==> config.mk <==
export PLATFORM = sky130hd
export DESIGN_NAME = overvoltage_offload_controller
export DESIGN_NICKNAME = d
export VERILOG_FILES = /design/src/hdl/ooc_pkg.sv /design/src/hdl/ooc_window.sv /design/src/hdl/ooc_ctrl.sv /design/src/hdl/overvoltage_offload_controller.sv
export SDC_FILE = /design/constraint.sdc
export NUM_CORES = 1
export LEC_CHECK = 0
export BUFFER_PORTS_ARGS = -buffer_cell sky130_fd_sc_hd__buf_4
export CAP_MARGIN = 5
export CORE_UTILIZATION = 54
export CTS_BUF_LIST = sky130_fd_sc_hd__clkbuf_8
export CTS_CLUSTER_DIAMETER = 60
export DETAILED_ROUTE_END_ITERATION = 10
export PLACE_DENSITY_LB_ADDON = 0.15
export SYNTH_ARGS = -nofsm -noshare
export SYNTH_HDL_FRONTEND = slang
export SYNTH_HIERARCHICAL = 1
export SYNTH_SLANG_ARGS = --single-unit
==> constraint.sdc <==
create_clock -name clk -period 19.05 [get_ports clk]
set_input_delay 0.9525 -clock clk [delete_from_list [all_inputs] [get_ports clk]]
set_output_delay 0.9525 -clock clk [all_outputs]
set_load 0.02 [all_outputs]
==> src/hdl/ooc_pkg.sv <==
// Shared types, sizes and codes for the overvoltage offload controller.
// No dependencies; every other file imports this package.
package ooc_pkg;

    localparam int WINDOW      = 16;
    localparam int SAMPLE_BITS = 10;

    localparam int SLOT_W  = $clog2(WINDOW);
    localparam int ENTRY_W = 12;
    localparam int SUM_W   = ENTRY_W + SLOT_W;

    localparam int DATA_W = 10;
    localparam int TPS_W  = 7;
    localparam int TICK_W = 8;
    localparam int OUT_SUM_W = 16;

    localparam logic [1:0] MODE_STABLE  = 2'd0;
    localparam logic [1:0] MODE_OFFLOAD = 2'd1;
    localparam logic [1:0] MODE_OFF     = 2'd2;

    localparam int CFG_IDX_W = 3;
    localparam logic [CFG_IDX_W-1:0] CFG_MAX_SAMPLE       = 3'd0;
    localparam logic [CFG_IDX_W-1:0] CFG_INITIAL_SETPOINT = 3'd1;
    localparam logic [CFG_IDX_W-1:0] CFG_START_DUTY       = 3'd2;
    localparam logic [CFG_IDX_W-1:0] CFG_MAX_DUTY         = 3'd3;
    localparam logic [CFG_IDX_W-1:0] CFG_TICKS_PER_STEP   = 3'd4;

    typedef struct packed {
        logic              func;
        logic [DATA_W-1:0] sample;
    } item_t;

    typedef struct packed {
        logic [1:0]                   mode;
        logic [DATA_W-1:0]            duty;
        logic                         server_connected;
        logic                         alarm;
        logic                         crowbar_on;
        logic                         led;
        logic signed [OUT_SUM_W-1:0]  window_sum;
    } result_t;

    typedef struct packed {
        logic [DATA_W-1:0] max_sample;
        logic [DATA_W-1:0] initial_setpoint;
        logic [DATA_W-1:0] start_duty;
        logic [DATA_W-1:0] max_duty;
        logic [TPS_W-1:0]  ticks_per_step;
    } cfg_t;

    // control -> window
    typedef struct packed {
        logic                      step;
        logic signed [ENTRY_W-1:0] fresh;
    } win_cmd_t;

    // window -> control
    typedef struct packed {
        logic signed [ENTRY_W-1:0] old;
        logic signed [SUM_W-1:0]   sum_next;
        logic signed [SUM_W-1:0]   sum;
    } win_stat_t;

    function automatic logic signed [OUT_SUM_W-1:0] sat_sum(input logic signed [SUM_W-1:0] s);
        logic signed [SUM_W+OUT_SUM_W:0] w;
        logic signed [SUM_W+OUT_SUM_W:0] hi;
        logic signed [SUM_W+OUT_SUM_W:0] lo;
        w  = (SUM_W+OUT_SUM_W+1)'(s);
        hi = (SUM_W+OUT_SUM_W+1)'((1 << (OUT_SUM_W-1)) - 1);
        lo = -hi - (SUM_W+OUT_SUM_W+1)'(1);
        if (w > hi)
            return hi[OUT_SUM_W-1:0];
        else if (w < lo)
            return lo[OUT_SUM_W-1:0];
        else
            return w[OUT_SUM_W-1:0];
    endfunction

endpackage

==> src/hdl/ooc_window.sv <==
// Ring window of WINDOW entries with its running sum and per-entry valid bits.
// Depends on ooc_pkg.
module ooc_window
    import ooc_pkg::*;
(
    input  logic      clk,
    input  logic      rst_n,
    input  win_cmd_t  cmd,
    input  logic      clear,
    output win_stat_t stat
);

    logic signed [ENTRY_W-1:0] store_reg [WINDOW];
    logic [WINDOW-1:0]         valid_reg;
    logic [SLOT_W-1:0]         slot_reg;
    logic [SLOT_W-1:0]         slot_next;
    logic signed [SUM_W-1:0]   sum_reg;
    logic signed [SUM_W-1:0]   sum_next;

    // slot advances before the write, so the entry read is the oldest one
    assign slot_next = (slot_reg == SLOT_W'(WINDOW - 1)) ? '0 : slot_reg + SLOT_W'(1);

    always_comb
    begin
        stat.old      = valid_reg[slot_next] ? store_reg[slot_next] : '0;
        stat.sum_next = sum_reg - SUM_W'(stat.old) + SUM_W'(cmd.fresh);
        stat.sum      = sum_reg;
    end

    // alarm empties the window along with the sum
    always_comb
    begin
        sum_next = sum_reg;
        if (cmd.step)
        begin
            sum_next = clear ? '0 : stat.sum_next;
        end
    end

    always_ff @(posedge clk or negedge rst_n)
    begin
        if (!rst_n)
        begin
            valid_reg <= '0;
            slot_reg  <= '0;
            sum_reg   <= '0;
        end
        else
        begin
            sum_reg <= sum_next;
            if (cmd.step)
            begin
                slot_reg <= slot_next;
                if (clear)
                    valid_reg <= '0;
                else
                    valid_reg[slot_next] <= 1'b1;
            end
        end
    end

    always_ff @(posedge clk)
    begin
        if (cmd.step && !clear)
            store_reg[slot_next] <= cmd.fresh;
    end

endmodule

==> src/hdl/ooc_ctrl.sv <==
// Mode, duty, setpoint ramp, tick counter and status flags; builds the result word.
// Depends on ooc_pkg; drives ooc_window through win_cmd_t.
module ooc_ctrl
    import ooc_pkg::*;
(
    input  logic      clk,
    input  logic      rst_n,
    input  logic      go,
    input  item_t     item,
    input  cfg_t      cfg,
    input  win_stat_t stat,
    output win_cmd_t  cmd,
    output logic      clear,
    output result_t   res
);

    localparam logic signed [SUM_W-1:0] HALF = SUM_W'(WINDOW / 2);

    logic [1:0]        mode_reg, mode_next;
    logic [DATA_W-1:0] duty_reg, duty_next;
    logic [DATA_W-1:0] target_reg, target_next;
    logic [TICK_W-1:0] tick_reg, tick_next;
    logic              conn_reg, conn_next;
    logic              led_reg, led_next;
    logic              alarm_reg, alarm_next;
    logic              crowbar_reg, crowbar_next;

    logic [SAMPLE_BITS-1:0]   raw;
    logic signed [ENTRY_W:0]  delta;
    logic signed [SUM_W:0]    thresh;
    logic                     over;
    logic signed [SUM_W-1:0]  sum_after;

    assign raw    = item.sample[SAMPLE_BITS-1:0];
    assign thresh = $signed((SUM_W+1)'(cfg.max_sample) * (SUM_W+1)'(WINDOW));
    assign over   = (SUM_W+1)'(stat.sum_next) > thresh;
    assign delta  = (ENTRY_W+1)'(cmd.fresh) - (ENTRY_W+1)'(stat.old);
    assign clear  = (mode_reg == MODE_STABLE) && over;

    assign sum_after = !cmd.step ? stat.sum : (clear ? '0 : stat.sum_next);

    always_comb
    begin
        cmd.step  = go && !item.func && (mode_reg == MODE_STABLE || mode_reg == MODE_OFFLOAD);
        cmd.fresh = (mode_reg == MODE_STABLE)
                  ? ENTRY_W'($signed({1'b0, raw}))
                  : ENTRY_W'($signed({1'b0, raw})) - ENTRY_W'($signed({1'b0, target_reg}));
    end

    always_comb
    begin
        mode_next    = mode_reg;
        duty_next    = duty_reg;
        target_next  = target_reg;
        tick_next    = tick_reg;
        conn_next    = conn_reg;
        led_next     = led_reg;
        alarm_next   = alarm_reg;
        crowbar_next = crowbar_reg;

        if (cmd.step)
        begin
            case (mode_reg)
                MODE_STABLE:
                begin
                    if (over)
                    begin
                        conn_next   = 1'b0;
                        alarm_next  = 1'b1;
                        mode_next   = MODE_OFFLOAD;
                        duty_next   = cfg.start_duty;
                        target_next = cfg.initial_setpoint;
                        tick_next   = '0;
                    end
                end
                default:
                begin
                    if (stat.sum_next < -HALF && duty_reg != '0 && delta <= 0)
                        duty_next = duty_reg - DATA_W'(1);
                    else if (stat.sum_next > HALF && duty_reg < cfg.max_duty && delta >= 0)
                        duty_next = duty_reg + DATA_W'(1);
                end
            endcase
        end
        else if (go && item.func && mode_reg == MODE_OFFLOAD)
        begin
            tick_next = tick_reg + TICK_W'(1);
            if (tick_reg >= TICK_W'(cfg.ticks_per_step))
            begin
                if (target_reg == '0)
                begin
                    crowbar_next = 1'b1;
                    mode_next    = MODE_OFF;
                    led_next     = 1'b0;
                end
                else
                begin
                    led_next    = !led_reg;
                    target_next = target_reg - DATA_W'(1);
                    tick_next   = TICK_W'(1);
                end
            end
        end

        res.mode             = mode_next;
        res.duty             = duty_next;
        res.server_connected = conn_next;
        res.alarm            = alarm_next;
        res.crowbar_on       = crowbar_next;
        res.led              = led_next;
        res.window_sum       = sat_sum(sum_after);
    end

    always_ff @(posedge clk or negedge rst_n)
    begin
        if (!rst_n)
        begin
            mode_reg    <= MODE_STABLE;
            duty_reg    <= '0;
            target_reg  <= '0;
            tick_reg    <= '0;
            conn_reg    <= 1'b1;
            led_reg     <= 1'b1;
            alarm_reg   <= 1'b0;
            crowbar_reg <= 1'b0;
        end
        else
        begin
            mode_reg    <= mode_next;
            duty_reg    <= duty_next;
            target_reg  <= target_next;
            tick_reg    <= tick_next;
            conn_reg    <= conn_next;
            led_reg     <= led_next;
            alarm_reg   <= alarm_next;
            crowbar_reg <= crowbar_next;
        end
    end

endmodule

==> src/hdl/overvoltage_offload_controller.sv <==
// Overvoltage offload controller. One word in gives one result word out; a new word is
// taken every cycle unless result_stall holds a full result register. The word sits in
// the input register; the window/sum and control update lands in the result register.
// Depends on ooc_pkg, ooc_window and ooc_ctrl.
module overvoltage_offload_controller
    import ooc_pkg::*;
(
    input  logic                 clk,
    input  logic                 rst_n,
    input  logic                 item_valid,
    output logic                 item_stall,
    input  item_t                item,
    output logic                 result_valid,
    input  logic                 result_stall,
    output result_t              result,
    input  logic                 cfg_valid,
    output logic                 cfg_ready,
    input  logic [CFG_IDX_W-1:0] cfg_index,
    input  logic [DATA_W-1:0]    cfg_data
);

    item_t     item_reg;
    logic      item_valid_reg;
    result_t   result_reg;
    logic      result_valid_reg;
    cfg_t      cfg_reg;
    logic      adv;
    win_cmd_t  cmd;
    logic      clear;
    win_stat_t stat;
    result_t   res;

    // input stage moves on when the result register is empty or being drained
    assign adv        = item_valid_reg && (!result_valid_reg || !result_stall);
    assign item_stall = item_valid_reg && result_valid_reg && result_stall;
    assign cfg_ready  = 1'b1;

    assign result_valid = result_valid_reg;
    assign result       = result_reg;

    ooc_window u_window (
        .clk   (clk),
        .rst_n (rst_n),
        .cmd   (cmd),
        .clear (clear),
        .stat  (stat)
    );

    ooc_ctrl u_ctrl (
        .clk   (clk),
        .rst_n (rst_n),
        .go    (adv),
        .item  (item_reg),
        .cfg   (cfg_reg),
        .stat  (stat),
        .cmd   (cmd),
        .clear (clear),
        .res   (res)
    );

    always_ff @(posedge clk or negedge rst_n)
    begin
        if (!rst_n)
        begin
            item_valid_reg   <= 1'b0;
            result_valid_reg <= 1'b0;
        end
        else
        begin
            if (item_valid && !item_stall)
                item_valid_reg <= 1'b1;
            else if (adv)
                item_valid_reg <= 1'b0;

            if (adv)
                result_valid_reg <= 1'b1;
            else if (!result_stall)
                result_valid_reg <= 1'b0;
        end
    end

    always_ff @(posedge clk)
    begin
        if (item_valid && !item_stall)
            item_reg <= item;
        if (adv)
            result_reg <= res;
    end

    always_ff @(posedge clk or negedge rst_n)
    begin
        if (!rst_n)
        begin
            cfg_reg.max_sample       <= DATA_W'(1023);
            cfg_reg.initial_setpoint <= DATA_W'(512);
            cfg_reg.start_duty       <= '0;
            cfg_reg.max_duty         <= DATA_W'(1023);
            cfg_reg.ticks_per_step   <= TPS_W'(16);
        end
        else if (cfg_valid && cfg_ready)
        begin
            case (cfg_index)
                CFG_MAX_SAMPLE:       cfg_reg.max_sample       <= cfg_data;
                CFG_INITIAL_SETPOINT: cfg_reg.initial_setpoint <= cfg_data;
                CFG_START_DUTY:       cfg_reg.start_duty       <= cfg_data;
                CFG_MAX_DUTY:         cfg_reg.max_duty         <= cfg_data;
                CFG_TICKS_PER_STEP:   cfg_reg.ticks_per_step   <= cfg_data[TPS_W-1:0];
                default:              ;
            endcase
        end
    end

endmodule
==> impl_metrics.csv <==
group,metric,value,unit
timing,setup_viol,0,
setup_path,critPathKind,"flop to flop",
timing,drv_slew,0,
global_routing,grt_overflow,0,
clock_network,clk_path_buf_depth,3,
synthesis,synth_cell_types,88,
final_layout,final_cell_mix,"edfxtp_1, inv_1, dfrtp_1",
final_layout,final_common_cell,"edfxtp_1",
floorplan,num_rows,66,
route,routed-via-count,11600,
setup_path,cp_slowest_cell,"nor2_1",
synthesis,ys_seq_area_share,56.6,%
synthesis,synth_top_flop_cell,"edfxtp_1",
clock_network,htreeDepth,2,
clock_network,clk_pin_slew,0.06,ns
floorplan,io_pins,64,
clock_network,clock-sinks,354,
timing,relSlewSlack,14.3,%
global_routing,grt_util_all_layers,25.6,%
timing,fin_skew,0.0224,ns
floorplan,die_w,184,um
status,status,"complete, no violations",
timing,tns,0,ns
synthesis,synth_seq_cells,354,
clock_network,numCtsBuffers,58,
placement,dpl.hpwl,28400,um
setup_path,crit_path_end_kind,"flop",
global_routing,antenna_found_initial,0,
route,drtIter0Drc,957,
placement,port_buffers,62,
route,vias_per_cell,5.95,
setup_path,worstPathArrival,9.10,ns
clock_network,hold_buffers,0,
timing,fmax,113,MHz
synthesis,synth_edf_count,235,
floorplan,die_area,0.0337,mm^2
synthesis,syn_area_per_cell,13.0,um^2
timing,period_minus_slack,8.87,ns
timing,hold_viol,0,
route,drtPass1Iterations,7,
route,routed_wl,41900,um
final_layout,diodes,0,
synthesis,synth_area_leader_cell,"edfxtp_1",
synthesis,yosys_warnings,6,
timing,period_share,46.6,%
synthesis,syn_area,0.0178,mm^2
synthesis,synth.net_count,1482,
final_layout,drive_gt1_share,21.1,%
global_routing,grt_start_max_net_pins,64,
placement,placed_cells,1833,
synthesis,async_reset_ff_share,33.6,%
clock_network,cts_tree,"yes",
timing,rsz0062_at_grt,"no",
job,drv_cap,0,
setup_path,path_cells,"ha_1, a31oi_4, buf_4, mux4_1, o22ai_1, or4_1, fa_1, ha_1, a21o_1, a21oi_1, a21oi_1, nor2_1, o21ai_0, xnor2_1, ha_1, o21a_1, a211oi_1, nor3_2, nor2_1, buf_4, nand2_1, nor2_1",
final_layout,finalNonFillerCells,1942,
setup_path,slowest_delay,1.01,ns
placement,place_congestion,0.848,
floorplan,initial_core_util,54.8,%
global_routing,grt_pass1_wl,65300,um
final_layout,syn_to_final_growth,11.9,%
placement,placed_area,0.0187,mm^2
clock_network,cts.repair.resized,0,
setup_path,worstPathMaxFanout,37,
clock_network,post_cts_buffers,0,
setup_path,worstPathBufferInverterCount,2,
timing,worstMarginPinSlew,1.28,ns
route,antenna_left,0,
floorplan,core,0.0325,mm^2
clock_network,clock-root-buffer,"clkbuf_8",
final_layout,final_area,0.0199,mm^2
floorplan,die_h,184,um
hold_path,hp-class,"input pin to async pin",
global_routing,grt_pass1_vias,11400,
final_layout,largest_reg_flops,192,
synthesis,synth_top_area_share,39.7,%
route,drc,0,
setup_path,critPathLaunchType,"flop",
setup_path,critPathTopFamily,"compound AO/OA/AOI/OAI gates",
clock_network,clock_latency,0.62,ns
synthesis,syn_inst,1364,
route,routedWlPerCell,21.6,um
synthesis,synthTopCellsByArea,"edfxtp_1, dfrtp_1, mux4_2, ha_1, dfstp_2",
setup_path,cp.required,19.28,ns
final_layout,final_nets,1569,
==> routing by layer <==
metal / track usage, % / up-vias / part of all wire [%]
met5: 0 / - / 0
met4: 8.07 / 0 / 2.3
met3: 4.89 / 69 / 7.1
met2: 38.5 / 449 / 45
met1: 37.8 / 5753 / 46
li1: - / 5292 / -
==> per-stage QoR <==
stage,hold WS (ns),utilization [%],setup slack [ns]
finish,0.452,61.4,10.18
global route,0.471,61.4,9.55
CTS,0.449,61.4,10.24
detailed placement,0.442,57.6,10.24
global placement,0.439,57.6,10.38
floorplan,0.427,-,10.17
==> Yosys cell counts, drive strengths merged (5+ instances only) <==
cell / number
buf: 27
and3: 11
o22ai: 25
o21ai: 76
a211o: 6
fa: 16
a22oi: 5
nand3: 18
nor4: 5
a2111oi: 10
nand2b: 14
dfstp: 24
nor3b: 5
a21boi: 6
a22o: 7
mux4: 48
a21o: 37
nor2: 76
or3: 11
o211ai: 6
a31oi: 11
nor3: 22
nor2b: 11
mux2i: 9
xor2: 5
or2: 8
edfxtp: 235
or4: 7
inv: 116
nand4: 11
mux2: 53
a2111o: 5
a21oi: 54
ha: 73
dfrtp: 95
and2: 8
nand2: 87
xnor2: 16
o31ai: 7
clkbuf: 32
o21a: 6
==> cells by family (layout without fill, tap and decap cells) <==
logic type,Yosys count,count (layout),share of synthesized area [%]
other cells,1,1,0.0211
compound gates,304,304,11.8
simple gates,310,310,8.81
flops,354,354,56.6
fa+ha+maj,89,89,6.93
xor+xnor,21,21,1.03
mux,110,110,10.5
buf+inv,175,311,4.30
==> area by class of cell <==
class	count	area, um^2
multi-input cells	835	7010
inverters	116	435
repair buffers	86	646
clock buffers	64	881
flip-flops and latches	354	10100
well taps	442	553
clock inverters	45	330
fillers	2505	12500
==> path summary, 6_finish.rpt <==
check / startpoint / end / slack, ns / cells after the start
min in group clk: u_ctrl/crowbar_reg / u_ctrl/crowbar_reg / 0.45 / 1
max reg2reg: u_window/slot_reg[0] / u_window/store_reg[8][10] / 10.18 / 22
max in group asynchronous: rst_n / u_ctrl/tick_reg[4] / 17.27 / 2
min: rst_n / u_window/slot_reg[2] / 0.45 / 1
max: u_window/slot_reg[0] / u_window/store_reg[8][10] / 10.18 / 22
min reg2reg: u_ctrl/crowbar_reg / u_ctrl/crowbar_reg / 0.45 / 1
==> worst reg2reg max path, cell delays in order (launching register included) <==
cell and delay, ns:
dfrtp_1 0.46, ha_1 0.40, a31oi_4 0.92, buf_4 0.71
mux4_1 0.64, o22ai_1 0.35, or4_1 0.20, fa_1 0.42
ha_1 0.39, a21o_1 0.20, a21oi_1 0.19, a21oi_1 0.11
nor2_1 0.23, o21ai_0 0.18, xnor2_1 0.51, ha_1 0.35
o21a_1 0.18, a211oi_1 0.35, nor3_2 0.07, nor2_1 0.12
buf_4 0.27, nand2_1 0.21, nor2_1 1.01
Power is left out: the tool's default activity adds up to more than one toggle a clock period on the data nets, which glitch-free logic cannot reach.
